--- src/rtl/core/dpt_pkg.sv ---
// Shared types, constants and helpers for the decayed popularity tracker.
// No dependencies; the tracker, divider, multiplier and store refer to it by scoped names.
`default_nettype none

package dpt_pkg;

  localparam int ITEMS  = 1024;
  localparam int EVENTS = 64;
  localparam int ITEM_W = $clog2(ITEMS);
  localparam int EV_W   = $clog2(EVENTS);
  localparam int CNT_W  = EV_W + 1;
  localparam int ADDR_W = ITEM_W + EV_W;

  localparam int SERIES_TERMS = 14;
  localparam int K_W          = 4;
  localparam int DIV_STEPS_W  = 7;
  localparam int MUL_STEPS    = 33;
  localparam int MUL_STEPS_W  = 6;

  localparam logic [DIV_STEPS_W-1:0] DIV_STEPS_FULL = 7'd64;
  localparam logic [DIV_STEPS_W-1:0] DIV_STEPS_TERM = 7'd33;

  localparam logic [47:0] MAX48   = 48'hFFFF_FFFF_FFFF;
  localparam logic [47:0] POP_ONE = 48'h0000_0001_0000;
  localparam logic [47:0] ONE48   = 48'h0001_0000_0000;
  localparam logic [32:0] ONE_Q32 = 33'h1_0000_0000;
  localparam logic [32:0] EXP_NEG1 = 33'd1580030169;

  typedef enum logic [1:0] {
    OP_START  = 2'd0,
    OP_RECORD = 2'd1,
    OP_QPOP   = 2'd2,
    OP_QGRAD  = 2'd3
  } op_t;

  typedef enum logic [1:0] {
    ST_OK    = 2'd0,
    ST_NONE  = 2'd1,
    ST_FULL  = 2'd2,
    ST_ORDER = 2'd3
  } status_t;

  typedef enum logic [4:0] {
    S_CLEAR, S_IDLE, S_META, S_META_D, S_BS, S_BS_D, S_HRD, S_HRD_D,
    S_Q_GO, S_Q_WAIT, S_G_GO, S_G_WAIT, S_TM_GO, S_TM_WAIT, S_TD_GO, S_TD_WAIT,
    S_SER_END, S_EN_GO, S_EN_WAIT, S_EF_GO, S_EF_WAIT, S_AP_GO, S_AP_WAIT,
    S_AG_GO, S_AG_WAIT, S_WRITE, S_RESULT
  } state_t;

  typedef struct packed {
    logic                   start;
    logic [63:0]            dividend;
    logic [31:0]            divisor;
    logic [DIV_STEPS_W-1:0] steps;
  } div_req_t;

  typedef struct packed {
    logic        done;
    logic [63:0] quotient;
  } div_rsp_t;

  typedef struct packed {
    logic        start;
    logic [47:0] a;
    logic [32:0] b;
  } mul_req_t;

  typedef struct packed {
    logic        done;
    logic [47:0] result;
  } mul_rsp_t;

  typedef struct packed {
    logic [ITEM_W-1:0] meta_item;
    logic              cnt_we;
    logic [CNT_W-1:0]  cnt_wdata;
    logic              tau_we;
    logic [31:0]       tau_wdata;
    logic [ADDR_W-1:0] hist_addr;
    logic              hist_we;
    logic [31:0]       hist_time;
    logic [47:0]       hist_pop;
    logic [47:0]       hist_grad;
  } store_req_t;

  typedef struct packed {
    logic             clearing;
    logic [CNT_W-1:0] cnt;
    logic [31:0]      tau;
    logic [31:0]      ev_time;
    logic [47:0]      pop;
    logic [47:0]      grad;
  } store_rsp_t;

  function automatic logic [47:0] sat_add48(input logic [47:0] a, input logic [47:0] b);
    logic [48:0] s;
    s = {1'b0, a} + {1'b0, b};
    return s[48] ? MAX48 : s[47:0];
  endfunction

endpackage

`default_nettype wire

--- src/rtl/core/dpt_mul.sv ---
// Bit-serial shift-add multiplier: (a * b) >> 32, one bit of b per cycle.
// Depends on dpt_pkg (mul_req_t, mul_rsp_t).
`default_nettype none

module dpt_mul (
  input  wire logic            clk,
  input  wire logic            rst,
  input  wire dpt_pkg::mul_req_t req,
  output dpt_pkg::mul_rsp_t    rsp
);

  logic                            busy;
  logic                            done;
  logic [dpt_pkg::MUL_STEPS_W-1:0] steps_left;
  logic [47:0]                     mcand;
  logic [81:0]                     prod;
  logic [49:0]                     sum;

  // multiplier bits shift out the bottom while partial sums enter the top
  assign sum = {1'b0, prod[81:33]} + (prod[0] ? {2'b0, mcand} : 50'd0);

  always_ff @(posedge clk) begin
    if (rst) begin
      busy <= 1'b0;
      done <= 1'b0;
    end else begin
      done <= 1'b0;
      if (req.start) begin
        busy <= 1'b1;
      end else if (busy && steps_left == dpt_pkg::MUL_STEPS_W'(1)) begin
        busy <= 1'b0;
        done <= 1'b1;
      end
    end
  end

  always_ff @(posedge clk) begin
    if (req.start) begin
      steps_left <= dpt_pkg::MUL_STEPS_W'(dpt_pkg::MUL_STEPS);
      mcand      <= req.a;
      prod       <= {49'd0, req.b};
    end else if (busy) begin
      steps_left <= steps_left - dpt_pkg::MUL_STEPS_W'(1);
      prod       <= {sum, prod[32:1]};
    end
  end

  assign rsp.done   = done;
  assign rsp.result = prod[79:32];

endmodule

`default_nettype wire

--- config.mk ---
export PLATFORM = sky130hd
export DESIGN_NAME = dpt_mul
export DESIGN_NICKNAME = d
export VERILOG_FILES = /design/src/rtl/core/dpt_pkg.sv /design/src/rtl/core/dpt_mul.sv
export SDC_FILE = /design/constraint.sdc
export NUM_CORES = 1
export LEC_CHECK = 0
export BUFFER_PORTS_ARGS = -buffer_cell sky130_fd_sc_hd__buf_2
export CAP_MARGIN = 20
export CORE_MARGIN = 2
export CORE_UTILIZATION = 29
export CTS_CLUSTER_SIZE = 30
export DETAILED_ROUTE_END_ITERATION = 10
export GPL_ROUTABILITY_DRIVEN = 0
export PLACE_DENSITY = 0.52
export SKIP_CTS_REPAIR_TIMING = 1
export SLEW_MARGIN = 0
export SYNTH_ARGS = -nofsm -noshare
export SYNTH_HDL_FRONTEND = slang
export SYNTH_SLANG_ARGS = --single-unit
--- constraint.sdc ---
create_clock -name clk -period 6.7 [get_ports clk]
set_input_delay 0.335 -clock clk [delete_from_list [all_inputs] [get_ports clk]]
set_output_delay 0.335 -clock clk [all_outputs]
set_load 0.03 [all_outputs]
======== Yosys cells after proc, flatten, opt, wreduce, memory -nomap -nowiden ========
Index checks and enable logic that the tools add are counted.
cells by class
  reductions and logical operators ........ 4
  muxes and demuxes ....................... 6
  equality and inequality tests ........... 1
  add/subtract/negate cells ............... 2
operators by type and width
  operator                                                                number
  33-bit 2-to-1 mux                                                       2
  49-bit by 48-bit adder with 50-bit output                               1
  48-bit 2-to-1 mux                                                       1
  6-bit by 1-bit equality test with 1-bit output (second input constant)  1
  6-bit by 1-bit subtractor with 6-bit output (second input constant)     1
  2-bit nonzero test                                                      2
  1-bit 2-to-1 mux                                                        3
  2-bit OR reduction                                                      1
  1-bit logical AND                                                       1
word-level totals
  register bits after elaboration ......... 138
  output and inout port bits .............. 49
  logic and storage cells ................. 19
  input bits .............................. 84

======== Depth between registers and ports, before layout ========
  depth in word-level cells ............... 4
  gate-level depth with buffers ........... 13
  gate-level depth less buffers ........... 12

======== Least setup slack after synthesis ========
OpenSTA, ideal clock, no wires.
  path type ............................... flip-flop to flip-flop
  start point ............................. register prod[0]
  end point ............................... register prod[76]
  buffers on the path ..................... 1
  stages on the path, launching flop included .. 14
  setup slack ............................. 3.633 ns
  period minus slack after synthesis ...... 3.067 ns
  library setup time ...................... 0.079 ns
  data arrival time ....................... 2.988 ns
  required time ........................... 6.621 ns
  path through ............................ edfxtp_1 -> clkbuf_1 -> and2_1 -> ha_1 -> inv_1 -> fa_1 -> and2b_1 -> o2111ai_2 -> a211oi_2 -> o2111ai_2 -> a211oi_2 -> nor3b_1 -> a311o_1 -> o211ai_1
on the way
  cells in the longest elaborated chain, start to end .. 2
ends and longest elaborated chain
  item                                       line           RTL
  from (decl)                                dpt_mul.sv:16  logic [81:0] prod;
  from (signal assigned)                     dpt_mul.sv:41  prod <= {49'd0, req.b};
  from (signal assigned)                     dpt_mul.sv:44  prod <= {sum, prod[32:1]};
  48-bit 2-to-1 mux                          dpt_mul.sv:20  assign sum = {1'b0, prod[81:33]} + (prod[0] ? {2'b0, mcand} : 50'd0);
  49-bit by 48-bit adder with 50-bit output  dpt_mul.sv:20
Every way passes these cells.
A chain may end at the register's enable or synchronous reset.

======== Worst setup path after layout ========
Same ends and word-level chain as after synthesis.

==> metrics.txt <==
most frequent cells in the layout=buf_2, edfxtp_1, a21oi_1; number of distinct library cells after synthesis=64; Worst Setup End Kind=flip-flop; EDFF count, synth=approximately 80; Worst Skew=about 13 ps; # setup viols final=0; CP arrival=3860 ps; largest net degree at the start of global routing=67; io pins=133; cell accounting for the most synthesized area=edfxtp_1; final antenna-violating net count=0; mux share of post-synthesis cell area=6.12%; global-route wire length before repair=35.7 mm; total number of yosys warnings=0; row cnt=62; CTS H-tree lvls=4; Crit Reg-Reg Startpoint=prod[0]$_DFFE_PP_; Max Cap Violations=0; fin cells=1,338; Final Hold Vio Count=0; WL per Instance=16.7 um; Initial Utilization=29.6%; switching portion of total power=29.6%; CP Class=flip-flop to flip-flop; Reg clk slew, reported paths=70 ps; Area after DPL=9190 um2; ys flop type=edfxtp_1; min Tclk post-route=approximately 3500 ps; Worst-Skew Late Latency=440 ps; combinational family with the most area after synthesis=compound AO/OA/AOI/OAI gates; CTS Sinks=138; Worst Tran Pin Value=884 ps; Area Growth Syn to Fin=15.4%; Worst VDD drop=0.000159 V; Remaining DRCs=0; initial drt markers=302; dpl cells=1,305; flops & latches, synth=138; Mapped Cells=874; # port buffers=132; core region area=28,900 um2; switching power=754 uW; Pint=1800 uW; Die Area=30,800 um2; clock power share=a little over two fifths; Num CTS Buffers=17; Gate power share=18.3%; Nets=1,075; post-synth top area share=between 20% and 30%; top area cells in the synthesized netlist=edfxtp_1, dfxtp_1, ha_1; xor and xnor area share after synthesis=3.18%; outcome=finished, final reports clean; Synth Area in Compound Gates=18.2%; final period utilization=52.2%; antenna violations before repair=2; Tot GR Track Use=14.9%; power consumption=2550 uW; via count=between 6,000 and 7,000; Vias/cell=4.90; leakage=~0.0042 uW; Die Wd=between 150 and 200 um; Mean Syn Cell Area=9.76 um2; dpl hpwl=16.4 mm; net count after synthesis=1,009; Worst Path Max Fanout=9; Die H=between 150 and 200 um; final WL=22.4 mm; max-slew violations=0; share of post-route cells with drive strength above 1=23.4%; fmax=286 MHz; post-route setup TNS=0 ps; crit path launch type=flip-flop; remaining global-route overflow=0; FILL cells=3,057; Sequential cell area=roughly 3600 um2; RSZ-0062 raised after global routing=no; mapped cell area=8530 um2; Adder-Cell Fraction of Synth Area=7.57%; Sequential Power Share=about two fifths; Synth Area in Simple Gates=between 15 and 20%; drt pass-1 iters=5; Final Instance Area=9840 um2; CTS root buf=clkbuf_16; Max Root-Sink Buffers=2; commonest non-fill, non-tap cell in the layout=buf_2; asr flop ratio synth=0%; footprint of the multi-input gates=about 4400 um2; Hold Crit Class=primary input to flip-flop; CP required=a little over 7000 ps; CTS tree=done; Seq/Total Area, Yosys=a little over two fifths; hold path start=rst; vias in the first global route=6,596; Rel. slew slack=roughly two fifths; PwrDens=259 nW/um2; Worst Setup SP=prod[0]$_DFFE_PP_
-- per-layer routing --
| layer | wire, um | share of wire, % | GRT usage [%] |
|---|---|---|---|
| met4 | 257 | 1.1 | 4.17 |
| met2 | 10300 | 46 | 24.3 |
| met5 | 7 | 0.031 | 0 |
| met3 | 1520 | 6.8 | 4.81 |
| met1 | 10300 | 46 | 18.8 |
-- path summary, 6_finish.rpt --
check	to	slack [ps]	cells past startpoint
worst max-delay path	prod[76]$_SDFFE_PP0P_	3200	12
worst min-delay path	busy$_SDFFE_PP0P_	60	2
worst max register to register	prod[76]$_SDFFE_PP0P_	3200	12
worst min register to register	prod[68]$_SDFFE_PP0P_	470	2
-- synth_stat cells, types with 7 or more instances --
library cell  count
edfxtp_1         81
a21oi_1          66
nor2_1           63
nand2_1          62
dfxtp_1          57
and2_1           51
ha_1             50
buf_4            49
clkbuf_1         33
mux2_2           33
a21o_1           32
o21ai_0          32
xnor2_1          19
nand4_1          18
inv_1            17
nor3_1           16
mux2i_1          15
nand3_1          15
xor2_1           12
o21bai_1         11
o211ai_1         10
buf_2             9
o21a_1            8
and3_1            7
nand3b_1          7
o2111ai_1         7
o21ai_1           7
-- critical path: stages, from the launching register on --
cell       delay [ps]
edfxtp_1          500
and2_1            170
ha_1              160
inv_1              50
fa_1              390
and2b_1           250
o2111ai_2         170
a211oi_2          430
o2111ai_2         260
a211oi_2          390
nor3b_1           170
a311o_1           390
o211ai_1           80
-- power by group through the flow --
stage	clock (uW)	combinational [uW]	sequential, uW
final	1070	467	1020
after global routing	1120	517	1030
after global placement	0	467	1040
after CTS	1100	471	1020
after detailed placement	0	469	1040
after floorplan	0	373	1020
-- cell families (layout without fill, tap and decap cells) --
logic type | Yosys count | in the layout
simple gates | 270 | 270
compound gates | 228 | 228
flops | 138 | 138
buf+inv | 108 | 187
fa+ha+maj | 51 | 51
mux | 48 | 48
xor+xnor | 31 | 31
other cells | 0 | 1
-- stage by stage --
stage          hold WS (ps)  worst slack, ps  util (%)
3_3_place_gp            455             3310      31.8
5_1_grt                44.0             2870      34.1
4_1_cts                33.2             3160      34.1
2_1_floorplan           407             3630         -
6_report               59.2             3200      34.1
3_5_place_dp            461             3210      31.8
-- cell type report --
cell class                      count  share of cell area, %
Multi-Input combinational cell    628                   44.3
Sequential cell                   138                   36.3
Timing Repair Buffer              138                   7.20
Tap cell                          384                   4.88
Clock buffer                       17                   4.32
Clock inverter                     15                   2.29
Inverter                           17                  0.648
Antenna cell                        1                 0.0254
-- registers in the layout, summed over array words and instances, names as in the netlist --
name,cells
steps_left,6
busy,1
mcand,48
prod,82
done,1
Power figures use the tool's default switching activity.
