File: src/rtl/core/dpt_pkg.sv
// Shared types, constants and helpers for the decayed popularity tracker.
// No dependencies; the tracker, divider, multiplier and store refer to it by scoped names.
`default_nettype none

package dpt_pkg;

  localparam int ITEMS  = 1024;
  localparam int EVENTS = 64;
  localparam int ITEM_W = $clog2(ITEMS);
  localparam int EV_W   = $clog2(EVENTS);
  localparam int CNT_W  = EV_W + 1;
  localparam int ADDR_W = ITEM_W + EV_W;

  localparam int SERIES_TERMS = 14;
  localparam int K_W          = 4;
  localparam int DIV_STEPS_W  = 7;
  localparam int MUL_STEPS    = 33;
  localparam int MUL_STEPS_W  = 6;

  localparam logic [DIV_STEPS_W-1:0] DIV_STEPS_FULL = 7'd64;
  localparam logic [DIV_STEPS_W-1:0] DIV_STEPS_TERM = 7'd33;

  localparam logic [47:0] MAX48   = 48'hFFFF_FFFF_FFFF;
  localparam logic [47:0] POP_ONE = 48'h0000_0001_0000;
  localparam logic [47:0] ONE48   = 48'h0001_0000_0000;
  localparam logic [32:0] ONE_Q32 = 33'h1_0000_0000;
  localparam logic [32:0] EXP_NEG1 = 33'd1580030169;

  typedef enum logic [1:0] {
    OP_START  = 2'd0,
    OP_RECORD = 2'd1,
    OP_QPOP   = 2'd2,
    OP_QGRAD  = 2'd3
  } op_t;

  typedef enum logic [1:0] {
    ST_OK    = 2'd0,
    ST_NONE  = 2'd1,
    ST_FULL  = 2'd2,
    ST_ORDER = 2'd3
  } status_t;

  typedef enum logic [4:0] {
    S_CLEAR, S_IDLE, S_META, S_META_D, S_BS, S_BS_D, S_HRD, S_HRD_D,
    S_Q_GO, S_Q_WAIT, S_G_GO, S_G_WAIT, S_TM_GO, S_TM_WAIT, S_TD_GO, S_TD_WAIT,
    S_SER_END, S_EN_GO, S_EN_WAIT, S_EF_GO, S_EF_WAIT, S_AP_GO, S_AP_WAIT,
    S_AG_GO, S_AG_WAIT, S_WRITE, S_RESULT
  } state_t;

  typedef struct packed {
    logic                   start;
    logic [63:0]            dividend;
    logic [31:0]            divisor;
    logic [DIV_STEPS_W-1:0] steps;
  } div_req_t;

  typedef struct packed {
    logic        done;
    logic [63:0] quotient;
  } div_rsp_t;

  typedef struct packed {
    logic        start;
    logic [47:0] a;
    logic [32:0] b;
  } mul_req_t;

  typedef struct packed {
    logic        done;
    logic [47:0] result;
  } mul_rsp_t;

  typedef struct packed {
    logic [ITEM_W-1:0] meta_item;
    logic              cnt_we;
    logic [CNT_W-1:0]  cnt_wdata;
    logic              tau_we;
    logic [31:0]       tau_wdata;
    logic [ADDR_W-1:0] hist_addr;
    logic              hist_we;
    logic [31:0]       hist_time;
    logic [47:0]       hist_pop;
    logic [47:0]       hist_grad;
  } store_req_t;

  typedef struct packed {
    logic             clearing;
    logic [CNT_W-1:0] cnt;
    logic [31:0]      tau;
    logic [31:0]      ev_time;
    logic [47:0]      pop;
    logic [47:0]      grad;
  } store_rsp_t;

  function automatic logic [47:0] sat_add48(input logic [47:0] a, input logic [47:0] b);
    logic [48:0] s;
    s = {1'b0, a} + {1'b0, b};
    return s[48] ? MAX48 : s[47:0];
  endfunction

endpackage

`default_nettype wire

File: src/rtl/core/dpt_div.sv
// Bit-serial restoring divider, one quotient bit per cycle.
// Depends on dpt_pkg (div_req_t, div_rsp_t).
`default_nettype none

module dpt_div (
  input  wire logic            clk,
  input  wire logic            rst,
  input  wire dpt_pkg::div_req_t req,
  output dpt_pkg::div_rsp_t    rsp
);

  logic                            busy;
  logic                            done;
  logic [dpt_pkg::DIV_STEPS_W-1:0] steps_left;
  logic [31:0]                     rem;
  logic [63:0]                     work;
  logic [31:0]                     dvs;

  logic [32:0] trial;
  logic [32:0] diff;
  logic        ge;
  logic [31:0] rem_next;

  assign trial    = {rem, work[63]};
  assign diff     = trial - {1'b0, dvs};
  assign ge       = trial >= {1'b0, dvs};
  // remainder stays below the divisor, so 32 bits always hold it
  assign rem_next = ge ? diff[31:0] : trial[31:0];

  always_ff @(posedge clk) begin
    if (rst) begin
      busy <= 1'b0;
      done <= 1'b0;
    end else begin
      done <= 1'b0;
      if (req.start) begin
        busy <= 1'b1;
      end else if (busy && steps_left == dpt_pkg::DIV_STEPS_W'(1)) begin
        busy <= 1'b0;
        done <= 1'b1;
      end
    end
  end

  always_ff @(posedge clk) begin
    if (req.start) begin
      steps_left <= req.steps;
      rem        <= '0;
      work       <= req.dividend;
      dvs        <= req.divisor;
    end else if (busy) begin
      steps_left <= steps_left - dpt_pkg::DIV_STEPS_W'(1);
      rem        <= rem_next;
      work       <= {work[62:0], ge};
    end
  end

  assign rsp.done     = done;
  assign rsp.quotient = work;

endmodule

`default_nettype wire

File: config.mk
export PLATFORM = sky130hd
export DESIGN_NAME = dpt_div
export DESIGN_NICKNAME = d
export VERILOG_FILES = /design/src/rtl/core/dpt_pkg.sv /design/src/rtl/core/dpt_div.sv
export SDC_FILE = /design/constraint.sdc
export NUM_CORES = 1
export LEC_CHECK = 0
export ABC_AREA = 0
export BUFFER_PORTS_ARGS = -buffer_cell sky130_fd_sc_hd__buf_2
export CORE_UTILIZATION = 55
export DETAILED_ROUTE_END_ITERATION = 8
export HOLD_SLACK_MARGIN = 0.03
export PLACE_DENSITY = 0.84
export RECOVER_POWER = 100
export SYNTH_ARGS = -nofsm -noshare
export SYNTH_HDL_FRONTEND = slang
export SYNTH_SLANG_ARGS = --single-unit
File: constraint.sdc
create_clock -name clk -period 7.2 [get_ports clk]
set_input_delay 0.72 -clock clk [delete_from_list [all_inputs] [get_ports clk]]
set_output_delay 0.72 -clock clk [all_outputs]
set_load 0.1 [all_outputs]
# --- After elaboration in Yosys (flattened, before gate mapping) ---
# Cells that the tools add are included.
classes:
  n_reduce_logical: 4
  muxes: 8
  order_cmp: 1
  n_eq_ne: 1
  addsub: 2
ops:
  columns: ["cell", "n"]
  rows:
  - ["$mux 64", 2]
  - ["$ge 33x32->1", 1]
  - ["$mux 32", 1]
  - ["$sub 32x32->32", 1]
  - ["$mux 7", 2]
  - ["$eq 7x1->1 const B", 1]
  - ["$sub 7x1->7 const B", 1]
  - ["$reduce_bool 2->1", 2]
  - ["$mux 1", 3]
  - ["$reduce_or 2->1", 1]
  - ["$logic_and 1x1->1", 1]
word_totals:
  register_bits: 137
  out_inout_bits: 65

# --- Logic depth before layout (Yosys ltp) ---
logic_depth:
  ltp_word: 4
  depth_mapped: 14

# --- Least setup slack after synthesis ---
# OpenSTA, ideal clock, no wires.
synth_path:
  kind: "register to register"
  startpoint: "reg work[63]"
  endpoint: "reg rem[28]"
  path_buffers: 0
  slack_ns: 3.770
  arrival_time_ns: 3.313
  path_stages_with_launch: 13
  cell_sequence: "edfxtp_1 -> inv_1 -> ha_1 -> fa_1 -> nand2b_1 -> a21o_1 -> a211oi_1 -> o21ai_1 -> a21oi_2 -> o211ai_1 -> a21o_1 -> a21o_1 -> a32o_1"
synth_via:
  elab_chain_cells: 2
  word_cells_on_any_way: 3
  classes_between: "add/sub: 1; order compare: 1; mux: 1"
synth_rtl:
  columns: ["element", "line", "text"]
  rows:
  - ["from (decl)", "dpt_div.sv:16", "logic [63:0] work;"]
  - ["from (signal assigned)", "dpt_div.sv:49", "work <= req.dividend;"]
  - ["from (signal assigned)", "dpt_div.sv:54", "work <= {work[62:0], ge};"]
  - ["$sub 32x32->32 / $ge 33x32->1 (equally long branches)", "dpt_div.sv:25, dpt_div.sv:26", null]
  - ["$mux 32 *", "dpt_div.sv:28", "assign rem_next = ge ? diff[31:0] : trial[31:0];"]
  - ["to (signal assigned)", "dpt_div.sv:53", "rem <= rem_next;"]
  - ["to (decl)", "dpt_div.sv:15", "logic [31:0] rem;"]
# Every way passes the cells marked *; elsewhere a longest branch is shown, timed or not.
# A chain may end at the register's enable or synchronous reset.

# --- Worst setup path in the final report ---
layout_path:
  startpoint: "in req[103] (netlist name)"
  endpoint: "reg work[27] (enable)"
layout_via:
  elab_chain_cells: 1
layout_rtl:
  columns: ["element", "line", "text"]
  rows:
  - ["from (decl)", "dpt_div.sv:8", "input wire dpt_pkg::div_req_t req,"]
  - ["$reduce_bool 2->1 (no line)", null, null]
# No other way between the ends.

==> flow_metrics.tcl <==
set metrics [dict create \
    outcome "finished, violations left" \
    violations "capacitance limit, slew limit" \
    grt_max_degree 71 \
    startpoint "req[103]" \
    clk_latency_ns 0.43 \
    hp-start "rst" \
    die_x_um 117.1 \
    die_area_um2 13720 \
    synth_area_um2 7289 \
    ys_ff_latch 137 \
    max_cap_viol_count 2 \
    avgViaCountPerCell 5.697 \
    yosysUniqueCellTypes 54 \
    dp_slack_ns 3.796 \
    rsz0062_at_grt "no" \
    cp-end-kind "flop" \
    cts.sinks 137 \
    wl_um 17710 \
    yosysWarnings 0 \
    gp_congestion 0.9100 \
    cts_setup_buffers 0 \
    slew_headroom_pct -111.0 \
    synth_commonest_cells "103 x edfxtp_1, 65 x mux2_2, 44 x inv_1" \
    htreeDepth 4 \
    tightest_slew_ns 3.165 \
    setup_slack_ns 2.359 \
    antenna_left 0 \
    p_leak_nw 3.615 \
    pin_count 171 \
    final_layout_size_suffix_gt1_share_pct 25.09 \
    yosys_most_used_dff "edfxtp_1" \
    total_power_mw 2.489 \
    drtIter0Drc 292 \
    grt_pass1_vias 5863 \
    yosysSeqAreaShare_pct 51.77 \
    routed-via-count 5640 \
    async_flop_share_pct 0 \
    cts_made_buffers 17 \
    path_class "in2reg" \
    synth_top_area_share_pct 42.43 \
    grt_overflow_total 0 \
    start_util_pct 57.07 \
    min_period_ns 4.841 \
    clkTransAtPathRegs_ns 0.07 \
    cts-root-buf "clkbuf_16" \
    dp_hpwl_um 12300 \
    synth_enable_flop_cells 103 \
    antenna_found_initial 1 \
    postCtsHoldBufs 0 \
    syn_area_per_cell_um2 11.46 \
    cp.arrival_ns 4.87 \
    timing.fmax_mhz 206.6 \
    crit_required_ns 7.23 \
    synth_top_cell_by_area "edfxtp_1" \
    fin_crit_sh_pct 67.24 \
    area_delta_synth_final_pct 20.46 \
    cts_tree "yes" \
    hold_path_depth 2 \
    p_per_area_nw_per_um2 283.5 \
    hold_class "in2reg" \
    die_height_um 117.1 \
    synthTopCellsByArea "edfxtp_1 42%, mux2_2 10%, dfxtp_1 9.3%, ha_1 5.8%, mux2i_1 3.0%" \
    grtUsageTotal_pct 27.43 \
    fin_hold_ws_ns 0.4657 \
    grt_first_pass_wirelength_um 28150 \
    port_buffers 170 \
    tns_ns 0 \
    firstDrtPassIters 5 \
    vdd_drop_max_mv 0.3007 \
    finalSetupViolations 0 \
    core_area_um2 12770 \
    synth.most_common_cell "edfxtp_1" \
    start_kind "primary input" \
    cts_resized 0 \
    maxSlewViolCount 74 \
    syn_nets 777 \
    clockBufferDepth 2 \
    placementRows 41 \
    crit_fanout 61 \
    worstReg2RegStart "dvs[10]" \
    wl_per_cell_um 17.89 \
    nets 945 \
    hold_viol_final 0 \
    fin_skew_ns 0.01440 \
    rr_worst_depth 11 \
    synth_cells 636 \
    drc 0 \
]
critical path, stage by stage:
cell      delay, ns
clkbuf_1       2.18
nor2_1         0.16
inv_1          0.59
clkbuf_2       1.13
final cells by class:
type	count	area [µm²]
clock buffers	20	456.7
repair buffers	175	795.8
clock inverters	12	162.7
diodes	1	2.502
fillers	947	3993
well taps	172	215.2
multi-input cells	429	3209
inverters	44	165.2
flip-flops and latches	137	3774
per-layer routing:
| metal | up-vias | track usage [%] | part of all wire (%) |
|---|---|---|---|
| met5 | - | 0 | 0 |
| met4 | 0 | 9.114 | 2.7 |
| met3 | 40 | 9.835 | 7.7 |
| met2 | 225 | 49.35 | 53 |
| met1 | 2696 | 30.03 | 37 |
| li1 | 2679 | - | - |
flip-flops by register name, summed over array words and instances, names as in the netlist:
register / flops
busy: 1
rem: 32
dvs: 32
work: 64
done: 1
steps_left: 7
final timing paths:
| check | end | slack (ns) |
|---|---|---|
| worst max-delay path | work[27] | 2.36 |
| worst min-delay path | busy | 0.47 |
| worst max register to register | rem[30] | 3.11 |
| worst min register to register | rem[8] | 0.49 |
kinds of logic (layout without fill, tap and decap cells):
| logic type | count (synthesis) | in the layout | share of synthesized area (%) |
|---|---|---|---|
| buf+inv | 70 | 251 | 4.171 |
| fa+ha+maj | 35 | 35 | 6.111 |
| xor+xnor | 29 | 29 | 3.484 |
| simple gates | 126 | 126 | 7.878 |
| compound gates | 152 | 152 | 13.53 |
| other cells | 0 | 1 | 0 |
| flops | 137 | 137 | 51.77 |
| mux | 87 | 87 | 13.06 |
cells in the final DEF, fill, tap and decap left out, types with 7 or more instances in the layout:
cell type,instances
nor2_1,39
ha_1,34
nand4_1,7
xnor2_1,14
edfxtp_1,103
nand2b_1,7
xor2_1,15
clkbuf_1,69
a21oi_1,31
clkbuf_16,17
mux2_2,62
o21ai_0,38
inv_1,44
nor3_1,8
a21o_1,22
buf_2,104
dfxtp_1,34
nand2_1,43
a211oi_1,21
mux2i_1,22
metrics by stage:
step                cell area, µm²  std cells  util, %
CTS                           8876        989    69.49
global route                  8781        990    68.74
finish                        8781        990    68.74
detailed placement            8257        957    64.64
floorplan                     7289        636        -
global placement              8257        957    64.64
power breakdown:
group	leakage (nW)	internal (mW)	switching, mW	total [mW]
sequential	1.31	0.933	0.0394	0.972
clock	0.298	0.567	0.351	0.918
combinational	2.01	0.147	0.451	0.599
total	3.62	1.65	0.842	2.49
(Power assumes the default switching activity.)
